--- config.mk ---
export PLATFORM = sky130hd
export DESIGN_NAME = midpoint_ellipse_rasterizer
export DESIGN_NICKNAME = d
export VERILOG_FILES = /design/src/mer_pkg.sv /design/src/mer_ctrl.sv /design/src/mer_datapath.sv /design/src/midpoint_ellipse_rasterizer.sv
export SDC_FILE = /design/constraint.sdc
export NUM_CORES = 2
export LEC_CHECK = 0
export BUFFER_PORTS_ARGS = -buffer_cell sky130_fd_sc_hd__buf_2
export CAP_MARGIN = 20
export CORE_UTILIZATION = 50
export DETAILED_ROUTE_END_ITERATION = 10
export HOLD_SLACK_MARGIN = 0.03
export PLACE_DENSITY = 0.75
export RECOVER_POWER = 100
export SETUP_SLACK_MARGIN = 0.02
export SLEW_MARGIN = 25
export SYNTH_ARGS = -nofsm -noshare
export SYNTH_HDL_FRONTEND = slang
export SYNTH_HIERARCHICAL = 1
export SYNTH_SLANG_ARGS = --single-unit
--- constraint.sdc ---
create_clock -name clk -period 21.4 [get_ports clk]
set_input_delay 1.07 -clock clk [delete_from_list [all_inputs] [get_ports clk]]
set_output_delay 1.07 -clock clk [all_outputs]
set_load 0.02 [all_outputs]
--- src/mer_pkg.sv ---
// shared types and constants for the midpoint ellipse rasterizer
// no dependencies; imported by mer_ctrl, mer_datapath and the top level
package mer_pkg;

    localparam int COORD_BITS_DEF  = 12;
    localparam int RADIUS_BITS_DEF = 11;

    localparam logic CMD_START = 1'b0;
    localparam logic CMD_STEP  = 1'b1;

    typedef enum logic [4:0] {
        ST_IDLE,
        ST_SQ_RX,
        ST_SQ_RY,
        ST_INIT_MUL,
        ST_INIT,
        ST_MUL_U,
        ST_MUL_V,
        ST_TEST,
        ST_SQ_T,
        ST_SEED_A,
        ST_SQ_V,
        ST_SEED_B,
        ST_RXRY,
        ST_SEED_END,
        ST_DELTA,
        ST_APPLY,
        ST_EMIT
    } state_t;

    typedef enum logic [3:0] {
        MUL_RX_RX,
        MUL_RY_RY,
        MUL_RX2_V,
        MUL_RY2_U,
        MUL_T_T,
        MUL_RY2_P,
        MUL_VM1_SQ,
        MUL_RX2_P,
        MUL_RX2_RY2
    } mul_op_t;

    typedef struct packed {
        logic    load_start;
        mul_op_t mul_op;
        logic    ld_rx2;
        logic    ld_ry2;
        logic    init_dec;
        logic    cap_a;
        logic    cap_b;
        logic    seed_load;
        logic    seed_add;
        logic    seed_sub;
        logic    calc_delta;
        logic    apply;
        logic    emit;
    } dp_cmd_t;

    typedef struct packed {
        logic active;
        logic region_two;
        logic a_lt_b;
        logic out_free;
    } dp_status_t;

endpackage

--- src/mer_ctrl.sv ---
// sequencer for the midpoint ellipse rasterizer
// depends on mer_pkg; drives mer_datapath through dp_cmd_t, reads dp_status_t
module mer_ctrl (
    input  logic                clk,
    input  logic                rst_n,
    input  logic                in_valid,
    input  logic                in_command,
    input  mer_pkg::dp_status_t status,
    output logic                in_ready,
    output mer_pkg::dp_cmd_t    cmd
);
    import mer_pkg::*;

    state_t state_reg;
    state_t state_next;

    always_ff @(posedge clk or negedge rst_n)
    begin
        if (!rst_n)
        begin
            state_reg <= ST_IDLE;
        end
        else
        begin
            state_reg <= state_next;
        end
    end

    always_comb
    begin
        state_next = state_reg;
        case (state_reg)
            ST_IDLE:
            begin
                if (in_valid)
                begin
                    if (in_command == CMD_START)
                    begin
                        state_next = ST_SQ_RX;
                    end
                    else if (status.active)
                    begin
                        state_next = ST_MUL_U;
                    end
                end
            end
            ST_SQ_RX:    state_next = ST_SQ_RY;
            ST_SQ_RY:    state_next = ST_INIT_MUL;
            ST_INIT_MUL: state_next = ST_INIT;
            ST_INIT:     state_next = ST_EMIT;
            ST_MUL_U:    state_next = ST_MUL_V;
            ST_MUL_V:    state_next = ST_TEST;
            ST_TEST:
            begin
                if (!status.region_two && !status.a_lt_b)
                begin
                    state_next = ST_SQ_T;
                end
                else
                begin
                    state_next = ST_DELTA;
                end
            end
            ST_SQ_T:     state_next = ST_SEED_A;
            ST_SEED_A:   state_next = ST_SQ_V;
            ST_SQ_V:     state_next = ST_SEED_B;
            ST_SEED_B:   state_next = ST_RXRY;
            ST_RXRY:     state_next = ST_SEED_END;
            ST_SEED_END: state_next = ST_DELTA;
            ST_DELTA:    state_next = ST_APPLY;
            ST_APPLY:    state_next = ST_EMIT;
            ST_EMIT:
            begin
                if (status.out_free)
                begin
                    state_next = ST_IDLE;
                end
            end
            default:     state_next = ST_IDLE;
        endcase
    end

    always_comb
    begin
        in_ready   = 1'b0;
        cmd        = '0;
        cmd.mul_op = MUL_RX2_RY2;
        case (state_reg)
            ST_IDLE:
            begin
                in_ready       = 1'b1;
                cmd.load_start = in_valid && (in_command == CMD_START);
            end
            ST_SQ_RX:
            begin
                cmd.mul_op = MUL_RX_RX;
            end
            ST_SQ_RY:
            begin
                cmd.ld_rx2 = 1'b1;
                cmd.mul_op = MUL_RY_RY;
            end
            ST_INIT_MUL:
            begin
                cmd.ld_ry2 = 1'b1;
                cmd.mul_op = MUL_RX2_V;
            end
            ST_INIT:
            begin
                cmd.init_dec = 1'b1;
            end
            ST_MUL_U:
            begin
                cmd.mul_op = MUL_RY2_U;
            end
            ST_MUL_V:
            begin
                cmd.cap_a  = 1'b1;
                cmd.mul_op = MUL_RX2_V;
            end
            ST_TEST:
            begin
                cmd.cap_b = 1'b1;
            end
            ST_SQ_T:
            begin
                cmd.mul_op = MUL_T_T;
            end
            ST_SEED_A:
            begin
                cmd.mul_op = MUL_RY2_P;
            end
            ST_SQ_V:
            begin
                cmd.seed_load = 1'b1;
                cmd.mul_op    = MUL_VM1_SQ;
            end
            ST_SEED_B:
            begin
                cmd.mul_op = MUL_RX2_P;
            end
            ST_RXRY:
            begin
                cmd.seed_add = 1'b1;
                cmd.mul_op   = MUL_RX2_RY2;
            end
            ST_SEED_END:
            begin
                cmd.seed_sub = 1'b1;
            end
            ST_DELTA:
            begin
                cmd.calc_delta = 1'b1;
            end
            ST_APPLY:
            begin
                cmd.apply = 1'b1;
            end
            ST_EMIT:
            begin
                cmd.emit = status.out_free;
            end
            default:
            begin
                in_ready = 1'b0;
            end
        endcase
    end

endmodule

--- src/mer_datapath.sv ---
// ellipse state, shared multiplier, decision update and output register
// depends on mer_pkg; controlled by mer_ctrl
module mer_datapath #(
    parameter int COORD_BITS  = mer_pkg::COORD_BITS_DEF,
    parameter int RADIUS_BITS = mer_pkg::RADIUS_BITS_DEF,
    localparam int IN_DATA_W  = ((2 * COORD_BITS + 2 * RADIUS_BITS + 7) / 8) * 8,
    localparam int OUT_DATA_W = ((8 * (COORD_BITS + 2) + 7) / 8) * 8
) (
    input  logic                   clk,
    input  logic                   rst_n,
    input  logic [IN_DATA_W-1:0]   in_data,
    input  mer_pkg::dp_cmd_t       cmd,
    output mer_pkg::dp_status_t    status,
    output logic                   out_valid,
    input  logic                   out_ready,
    output logic [OUT_DATA_W-1:0]  out_data,
    output logic                   out_last
);
    import mer_pkg::*;

    localparam int C     = COORD_BITS;
    localparam int R     = RADIUS_BITS;
    localparam int U_W   = R + 1;
    localparam int SQ_W  = 2 * R;
    localparam int MB_W  = SQ_W + 2;
    localparam int P_W   = SQ_W + MB_W;
    localparam int A_W   = SQ_W + U_W;
    localparam int DEC_W = 4 * R + 4;
    localparam int OUT_W = C + 2;
    localparam int SUM_W = ((C > U_W) ? C : U_W) + 2;

    logic [C-1:0]            cx_reg;
    logic [C-1:0]            cy_reg;
    logic [R-1:0]            rx_reg;
    logic [SQ_W-1:0]         rx2_reg;
    logic [SQ_W-1:0]         ry2_reg;
    logic [U_W-1:0]          u_reg;
    logic [R-1:0]            v_reg;
    logic signed [DEC_W-1:0] dec_reg;
    logic signed [DEC_W-1:0] delta_reg;
    logic [A_W-1:0]          a_reg;
    logic [A_W-1:0]          b_reg;
    logic [P_W-1:0]          p_reg;
    logic                    region_two_reg;
    logic                    active_reg;
    logic                    out_valid_reg;
    logic [OUT_DATA_W-1:0]   out_data_reg;
    logic                    out_last_reg;

    logic [SQ_W-1:0]         mul_a;
    logic [MB_W-1:0]         mul_b;
    logic [P_W-1:0]          mul_p;
    logic [R+1:0]            t_val;
    logic [R-1:0]            vm1;
    logic signed [DEC_W-1:0] rx2_d;
    logic signed [DEC_W-1:0] ry2_d;
    logic signed [DEC_W-1:0] p_d;
    logic signed [DEC_W-1:0] a_d;
    logic signed [DEC_W-1:0] b_d;
    logic signed [DEC_W-1:0] delta_next;
    logic                    dec_neg;
    logic                    out_free;
    logic [SUM_W-1:0]        cx_s;
    logic [SUM_W-1:0]        cy_s;
    logic [SUM_W-1:0]        u_s;
    logic [SUM_W-1:0]        v_s;
    logic [SUM_W-1:0]        x_plus;
    logic [SUM_W-1:0]        x_minus;
    logic [SUM_W-1:0]        y_plus;
    logic [SUM_W-1:0]        y_minus;
    logic [8*OUT_W-1:0]      pts;

    assign t_val = {u_reg, 1'b1};
    assign vm1   = v_reg - R'(1);

    always_comb
    begin
        case (cmd.mul_op)
            MUL_RX_RX:
            begin
                mul_a = SQ_W'(rx_reg);
                mul_b = MB_W'(rx_reg);
            end
            MUL_RY_RY:
            begin
                mul_a = SQ_W'(v_reg);
                mul_b = MB_W'(v_reg);
            end
            MUL_RX2_V:
            begin
                mul_a = rx2_reg;
                mul_b = MB_W'(v_reg);
            end
            MUL_RY2_U:
            begin
                mul_a = ry2_reg;
                mul_b = MB_W'(u_reg);
            end
            MUL_T_T:
            begin
                mul_a = SQ_W'(t_val);
                mul_b = MB_W'(t_val);
            end
            MUL_RY2_P:
            begin
                mul_a = ry2_reg;
                mul_b = p_reg[MB_W-1:0];
            end
            MUL_VM1_SQ:
            begin
                mul_a = SQ_W'(vm1);
                mul_b = MB_W'(vm1);
            end
            MUL_RX2_P:
            begin
                mul_a = rx2_reg;
                mul_b = p_reg[MB_W-1:0];
            end
            MUL_RX2_RY2:
            begin
                mul_a = rx2_reg;
                mul_b = MB_W'(ry2_reg);
            end
            default:
            begin
                mul_a = rx2_reg;
                mul_b = MB_W'(ry2_reg);
            end
        endcase
    end

    assign mul_p = P_W'(mul_a) * P_W'(mul_b);

    assign rx2_d   = DEC_W'(rx2_reg);
    assign ry2_d   = DEC_W'(ry2_reg);
    assign p_d     = DEC_W'(p_reg);
    assign a_d     = DEC_W'(a_reg);
    assign b_d     = DEC_W'(b_reg);
    assign dec_neg = dec_reg[DEC_W-1];

    // decision increments, scaled by four
    always_comb
    begin
        if (!region_two_reg)
        begin
            if (dec_neg)
            begin
                delta_next = (a_d <<< 3) + (ry2_d <<< 3) + (ry2_d <<< 2);
            end
            else
            begin
                delta_next = (a_d <<< 3) - (b_d <<< 3) + (rx2_d <<< 3)
                           + (ry2_d <<< 3) + (ry2_d <<< 2);
            end
        end
        else
        begin
            if (dec_neg)
            begin
                delta_next = (a_d <<< 3) - (b_d <<< 3) + (ry2_d <<< 3)
                           + (rx2_d <<< 3) + (rx2_d <<< 2);
            end
            else
            begin
                delta_next = (rx2_d <<< 3) + (rx2_d <<< 2) - (b_d <<< 3);
            end
        end
    end

    assign out_free = !out_valid_reg || out_ready;

    assign cx_s    = SUM_W'(cx_reg);
    assign cy_s    = SUM_W'(cy_reg);
    assign u_s     = SUM_W'(u_reg);
    assign v_s     = SUM_W'(v_reg);
    assign x_plus  = cx_s + u_s;
    assign x_minus = cx_s - u_s;
    assign y_plus  = cy_s + v_s;
    assign y_minus = cy_s - v_s;

    // pt0 .. pt3, x then y, lowest first
    assign pts = {y_plus[OUT_W-1:0],  x_minus[OUT_W-1:0],
                  y_minus[OUT_W-1:0], x_minus[OUT_W-1:0],
                  y_minus[OUT_W-1:0], x_plus[OUT_W-1:0],
                  y_plus[OUT_W-1:0],  x_plus[OUT_W-1:0]};

    always_ff @(posedge clk or negedge rst_n)
    begin
        if (!rst_n)
        begin
            region_two_reg <= 1'b0;
            active_reg     <= 1'b0;
            out_valid_reg  <= 1'b0;
        end
        else
        begin
            if (cmd.load_start)
            begin
                region_two_reg <= 1'b0;
            end
            else if (cmd.seed_sub)
            begin
                region_two_reg <= 1'b1;
            end
            if (cmd.emit)
            begin
                active_reg    <= (v_reg != '0);
                out_valid_reg <= 1'b1;
            end
            else if (out_ready)
            begin
                out_valid_reg <= 1'b0;
            end
        end
    end

    always_ff @(posedge clk)
    begin
        p_reg <= mul_p;
        if (cmd.load_start)
        begin
            cx_reg <= in_data[C-1:0];
            cy_reg <= in_data[2*C-1:C];
            rx_reg <= in_data[2*C+R-1:2*C];
            v_reg  <= in_data[2*C+2*R-1:2*C+R];
            u_reg  <= '0;
        end
        if (cmd.ld_rx2)
        begin
            rx2_reg <= p_reg[SQ_W-1:0];
        end
        if (cmd.ld_ry2)
        begin
            ry2_reg <= p_reg[SQ_W-1:0];
        end
        if (cmd.cap_a)
        begin
            a_reg <= p_reg[A_W-1:0];
        end
        if (cmd.cap_b)
        begin
            b_reg <= p_reg[A_W-1:0];
        end
        if (cmd.calc_delta)
        begin
            delta_reg <= delta_next;
        end
        if (cmd.init_dec)
        begin
            dec_reg <= (ry2_d <<< 2) + rx2_d - (p_d <<< 2);
        end
        else if (cmd.seed_load)
        begin
            dec_reg <= p_d;
        end
        else if (cmd.seed_add)
        begin
            dec_reg <= dec_reg + (p_d <<< 2);
        end
        else if (cmd.seed_sub)
        begin
            dec_reg <= dec_reg - (p_d <<< 2);
        end
        else if (cmd.apply)
        begin
            dec_reg <= dec_reg + delta_reg;
        end
        if (cmd.apply)
        begin
            if (!region_two_reg)
            begin
                u_reg <= u_reg + U_W'(1);
                if (!dec_neg)
                begin
                    v_reg <= v_reg - R'(1);
                end
            end
            else
            begin
                if (dec_neg)
                begin
                    u_reg <= u_reg + U_W'(1);
                end
                v_reg <= v_reg - R'(1);
            end
        end
        if (cmd.emit)
        begin
            out_data_reg <= OUT_DATA_W'(pts);
            out_last_reg <= (v_reg == '0);
        end
    end

    assign status.active     = active_reg;
    assign status.region_two = region_two_reg;
    assign status.a_lt_b     = a_reg < p_reg[A_W-1:0];
    assign status.out_free   = out_free;

    assign out_valid = out_valid_reg;
    assign out_data  = out_data_reg;
    assign out_last  = out_last_reg;

endmodule

--- src/midpoint_ellipse_rasterizer.sv ---
// midpoint ellipse rasterizer top level: sequencer plus datapath
// depends on mer_pkg, mer_ctrl, mer_datapath
//
//  channel | dir | beat contents
//  s_*     | in  | tuser command, tdata center_x, center_y, radius_x, radius_y
//  m_*     | out | tdata pt0_x .. pt3_y, tlast last
//
// start beat: SQ_RX, SQ_RY, INIT_MUL, INIT, then EMIT;
// step beat: MUL_U, MUL_V, TEST, (SQ_T .. SEED_END on the beat that seeds region two),
// DELTA, APPLY, then EMIT; one shared 2R x (2R+2) multiplier serves every product
// a step with no ellipse in progress is accepted in idle and gives no beat
// one result register: the next beat is taken while a result waits,
// its own result waits in the sequencer until the register frees
// reset clears the sequencer, the output valid, the region flag and the in-progress flag
module midpoint_ellipse_rasterizer #(
    parameter int COORD_BITS  = mer_pkg::COORD_BITS_DEF,
    parameter int RADIUS_BITS = mer_pkg::RADIUS_BITS_DEF,
    localparam int IN_DATA_W  = ((2 * COORD_BITS + 2 * RADIUS_BITS + 7) / 8) * 8,
    localparam int OUT_DATA_W = ((8 * (COORD_BITS + 2) + 7) / 8) * 8
) (
    input  logic                  clk,
    input  logic                  rst_n,
    input  logic                  s_tvalid,
    output logic                  s_tready,
    input  logic [IN_DATA_W-1:0]  s_tdata,   // center_x, center_y, radius_x, radius_y
    input  logic                  s_tuser,   // command
    output logic                  m_tvalid,
    input  logic                  m_tready,
    output logic [OUT_DATA_W-1:0] m_tdata,   // pt0_x, pt0_y, pt1_x, pt1_y, pt2_x, ..., pt3_y
    output logic                  m_tlast
);
    import mer_pkg::*;

    dp_cmd_t    cmd;
    dp_status_t status;

    mer_ctrl u_ctrl (
        .clk        (clk),
        .rst_n      (rst_n),
        .in_valid   (s_tvalid),
        .in_command (s_tuser),
        .status     (status),
        .in_ready   (s_tready),
        .cmd        (cmd)
    );

    mer_datapath #(
        .COORD_BITS  (COORD_BITS),
        .RADIUS_BITS (RADIUS_BITS)
    ) u_datapath (
        .clk       (clk),
        .rst_n     (rst_n),
        .in_data   (s_tdata),
        .cmd       (cmd),
        .status    (status),
        .out_valid (m_tvalid),
        .out_ready (m_tready),
        .out_data  (m_tdata),
        .out_last  (m_tlast)
    );

endmodule
# Word-level counts from Yosys, hierarchy flattened
# Index checks and enable logic that the tools add are counted.
# word_totals
word_cells,130
inputBits,53
output_inout_bits,115
ff_bits,433
# op_classes
n_mux,42
eq_ne,26
n_addsub,22
order_cmp,1
n_mul,1
n_reduce_logical,19
n_bitwise,1
# op_table
cell,n
2-to-1 mux 48 bit,8
adder 48 x 26 -> 48 bit,4
adder 48 x 25 -> 48 bit,3
one-hot mux 24 bit (6 select lines),1
one-hot mux 22 bit (5 select lines),1
adder 48 bit,2
subtractor 48 bit,2
one-hot mux 5 bit (16 select lines),1
2-to-1 mux 12 bit,4
subtractor 48 x 38 -> 48 bit,1
multiplier 22 x 24 -> 46 bit,1
2-to-1 mux 11 bit,4
equality test 5 x 4 -> 1 bit (second input constant),8
adder 37 x 25 -> 38 bit,1
subtractor 37 x 37 -> 38 bit,1
< comparator 34 bit,1
one-hot mux 4 bit (8 select lines),1
adder 25 x 24 -> 26 bit,1
adder 24 x 22 -> 25 bit,1
equality test 5 x 3 -> 1 bit (second input constant),4
2-to-1 mux 5 bit,4
2-to-1 mux 1 bit,17
equality test 4 x 3 -> 1 bit (second input constant),4
adder 12 x 11 -> 13 bit,1
26 further kinds,36

# Depth between registers and ports, before layout
# depth
depth_word,7
ltp_mapped,42
depth_no_buf,39

# Cells and area by module
# Netlist, hierarchy kept.
# by_module_without_submodules
mod,instances,seq_area_each_um2,cells_per_inst,area_per_inst_um2
mer_datapath,1,10164.7,6248,54382.2
mer_ctrl,1,125.1,67,504.2

# Worst setup path before layout
# OpenSTA, ideal clock, no wires.
# synth_path
path_type,flip-flop to flip-flop
from,register u_ctrl.state_reg[1]
to,register u_datapath.p_reg[38]
required_time_ns,21.328
arrival_ns,9.150
path_stages_with_launch,39
path_slack_ns,12.178
path_buffers,4
period_less_slack_ns,9.222
setup_time_ns,0.072
path_cell_list,dfrtp_1 buf_2 nand2_1 nand2b_1 a211o_2 clkbuf_1 nor4b_1 clkbuf_1 nand2_1 a41oi_1 clkbuf_1 nand2_1 fa_1 inv_1 fa_1 inv_1 fa_1 inv_1 (+3 left out) inv_1 fa_1 inv_1 fa_1 inv_1 ha_1 a21o_1 a21o_1 a211oi_1 o31a_1 o21ai_0 o211ai_1 a31oi_1 o211ai_1 a31oi_1 a311o_1 a21oi_1 xnor2_1
# synth_lines
item,line,text
start: declaration,mer_ctrl.sv:14,state_t state_reg;
start signal: assignment,mer_ctrl.sv:25,state_reg <= state_next;
end signal: assignment,mer_datapath.sv:219,p_reg <= mul_p;
end: declaration,mer_datapath.sv:43,logic [P_W-1:0] p_reg;

==> summary.txt <==
Worst setup path
  • Setup Crit Path Kind: reg2reg
  • Critical path capture point type: flop
  • Cell with the biggest individual delay on the critical path: sky130_fd_sc_hd__clkbuf_1
  • Startpoint of the worst-slack reg-to-reg timing path: u_ctrl/state_reg[3]
  • Worst r2r path cells: 34
  • Endpoint of the most critical register-to-register path: u_datapath/p_reg[43]
  • Worst stage delay on the critical path: 1.51 ns
  • Critical Path Start Type: flop
  • CP Data Required Time: 21.89 ns
  • Most Frequent Cell on Critical Path: sky130_fd_sc_hd__fa_1
  • Maximum net fanout on the critical path: 35
  • Data arrival time at the worst-slack endpoint: 14.21 ns
  • Register-to-register setup slack: 7.68 ns

Route
  • Number of detailed-route iterations in the first pass: 6
  • Total detailed-routing wirelength: 165,000 um
  • Number of vias after detailed routing: approximately 47,000
  • Per-cell via count in the routed design: between 5 and 6
  • DR iter-0 viols: around 4,800
  • DRC viols: 0
  • Average detailed-routed wire length per instance: around 21 um
  • DRT antenna net count: 0

Floorplan
  • Floorplan die height: 333 um
  • Initial standard-cell utilization of the core: 0.504
  • Die outline area: 111,000 um^2
  • Die Span X: 333 um
  • Area inside the core boundary: 109,000 um^2
  • Row cnt: 121
  • Number of primary I/O pins: 168

Clock network
  • H-tree level count: 2
  • Post CTS Setup Buffer Count: 0
  • Total number of clock tree sinks: 367
  • Clock buffer depth: 3
  • Inserted Clock Buffers: 45
  • Clock Root Buffer: sky130_fd_sc_hd__clkbuf_16
  • Clock latency reported for the late side of the worst-skew pair: 0.62 ns
  • Hold-fix buffers, CTS: 0
  • CTS resizes: 0
  • Clock transition at path regs: ~0.06 ns
  • TritonCTS clock tree: built

Global routing
  • Overflow left after global routing: 0
  • Number of global-route vias before repair: about 47,000
  • Global-route wire length before repair: roughly 260,000 um
  • Initial antenna violation count: 4
  • Pin count of the biggest net entering global routing: 55
  • Aggregate global-route resource usage: 0.295

Layout
  • Fraction of layout cells with a size suffix above 1: 0.0437
  • Flip-flop count of the largest register, all copies and words added: 50
  • Most common cell after layout, fill and taps aside: sky130_fd_sc_hd__inv_1
  • Area added between synthesis and finish: 6.08%
  • Area of the multi-input gates: 39,600 um^2
  • Sequential cell area: 10,300 um^2
  • Count of nets after finishing: approximately 7,500
  • # fillers: 9,835
  • Leading cell types in the layout, fill and taps excluded: sky130_fd_sc_hd__inv_1 (997), sky130_fd_sc_hd__nand2_1 (581), sky130_fd_sc_hd__ha_1 (574)

STA
  • Worst-margin pin slew: 3.02 ns
  • RSZ-0062 raised after global routing: false
  • Final worst clock skew: about 0.03 ns
  • Slew Viols, Final: 419
  • Headroom to the max-slew limit: -1.01
  • Final-report setup violation count: 0
  • Min cycle time layout: 13.72 ns
  • Max Freq: between 70 and 80 MHz
  • Tcrit/Tclk final: 0.641
  • Post-Route Setup TNS: 0 ns
  • Final Hold Violating Endpoints: 0

Run status
  • Violations in the final reports: max-capacitance violations, max-slew violations
  • Status: finished with violations

Logic synthesis
  • Fraction of registers with async set or reset after synthesis: 0.0218
  • Cells after Synth: 6,315
  • Number of synthesis warnings: 6
  • Post-synthesis sequential element count: 367
  • Post-synth EDFFs: 290
  • Post-synthesis cell type count: 109
  • Part of the Yosys area used for sequential elements: 0.187
  • Top FF cell, synth: sky130_fd_sc_hd__edfxtp_1
  • Average footprint of a synthesized cell: 8.69 um^2
  • Mapped Area: 54,900 um^2

Job
  • Max-cap viol count: 11

Placement
  • GP Congestion: a little under 1
  • Total half-perimeter wirelength after legalization and detailed placement: 132,000 um
  • Count of port buffers added during placement: 161

Worst hold path
  • Type of the most critical hold path: in2async
[cells by family (layout without fill, tap and decap cells)]
| family | after synthesis | count (layout) | share of synthesized area |
|---|---|---|---|
| muxes | 36 | 36 | 0.0115 |
| adders and majority gates | 1130 | 1130 | 0.334 |
| AOI/OAI and AO/OA | 1429 | 1429 | 0.171 |
| other | 1 | 8 | 0.0000683 |
| DFF | 367 | 367 | 0.187 |
| xor gates and xnor gates | 394 | 394 | 0.0637 |
| buffers and inverters | 1285 | 1346 | 0.0928 |
| and+or+nand+nor | 1673 | 1673 | 0.140 |
[layer usage]
layer | track usage | vias up | wire (um)
met5 | 0 | - | 10
met4 | 0.105 | 2 | 6180
met3 | 0.0478 | 382 | 18200
met2 | 0.453 | 2344 | 70700
met1 | 0.418 | 22568 | 69500
li1 | - | 21309 | -
[worst max path at each step]
stage                                   start              endpoint  slack [ns]  cells after the start
final                     u_ctrl/state_reg[3]  u_datapath/p_reg[43]        7.68                     34
after floorplan           u_ctrl/state_reg[1]  u_datapath/p_reg[38]       12.18                     38
after global routing      u_ctrl/state_reg[3]  u_datapath/p_reg[43]        7.12                     36
after global placement    u_ctrl/state_reg[3]  u_datapath/p_reg[43]        9.94                     37
after CTS                 u_ctrl/state_reg[3]  u_datapath/p_reg[43]        9.74                     37
after detailed placement  u_ctrl/state_reg[3]  u_datapath/p_reg[43]        9.73                     37
[cell usage after synthesis (36+ instances only)]
master	number	area [um^2]
sky130_fd_sc_hd__inv_1	997	3740
sky130_fd_sc_hd__nand2_1	582	2180
sky130_fd_sc_hd__ha_1	574	7180
sky130_fd_sc_hd__fa_1	556	11100
sky130_fd_sc_hd__nor2_1	523	1960
sky130_fd_sc_hd__a21oi_1	427	2140
sky130_fd_sc_hd__edfxtp_1	290	8710
sky130_fd_sc_hd__xnor2_1	268	2350
sky130_fd_sc_hd__o21ai_0	261	1310
sky130_fd_sc_hd__clkbuf_1	190	713
sky130_fd_sc_hd__a21o_1	160	1200
sky130_fd_sc_hd__xor2_1	122	1070
sky130_fd_sc_hd__nor3_1	94	470
sky130_fd_sc_hd__nand3_1	77	385
sky130_fd_sc_hd__nand2b_1	74	463
sky130_fd_sc_hd__o21a_1	70	526
sky130_fd_sc_hd__dfxtp_1	69	1380
sky130_fd_sc_hd__o21bai_1	68	510
sky130_fd_sc_hd__buf_4	66	495
sky130_fd_sc_hd__nor2b_1	65	407
sky130_fd_sc_hd__nand4_1	49	307
sky130_fd_sc_hd__and3_1	44	275
sky130_fd_sc_hd__a211oi_1	43	323
sky130_fd_sc_hd__a31oi_1	36	225
[critical path, delay by kind of cell (launching register included)]
family / cells / cell delay [ns]
xor gates and xnor gates: 2 / 0.25
adders and majority gates: 8 / 4.02
DFF: 1 / 0.55
AOI/OAI and AO/OA: 9 / 2.69
buffers and inverters: 6 / 3.25
and+or+nand+nor: 9 / 2.77
[per-stage QoR]
stage,instance area [um^2],worst slack (ns),util,instances,hold slack (ns)
2_1_floorplan,54900,12.18,-,6318,0.468
3_3_place_gp,57000,9.94,0.524,7709,0.507
3_5_place_dp,57000,9.73,0.524,7709,0.542
4_1_cts,58600,9.74,0.538,7792,0.295
5_1_grt,58200,7.12,0.535,7795,0.446
6_report,58200,7.68,0.535,7797,0.412
[layout make-up]
cell class,count,area share
sequential,367,0.177
clock inverter,29,0.00632
timing repair buffer,259,0.0217
clock buffer,54,0.0205
inverter,1004,0.0647
multi-input combinational,4666,0.679
antenna,4,0.000172
tap,1414,0.0304
Power is not shown: default switching activity piles up to over one toggle a cycle in this logic, so the estimate is an artifact.
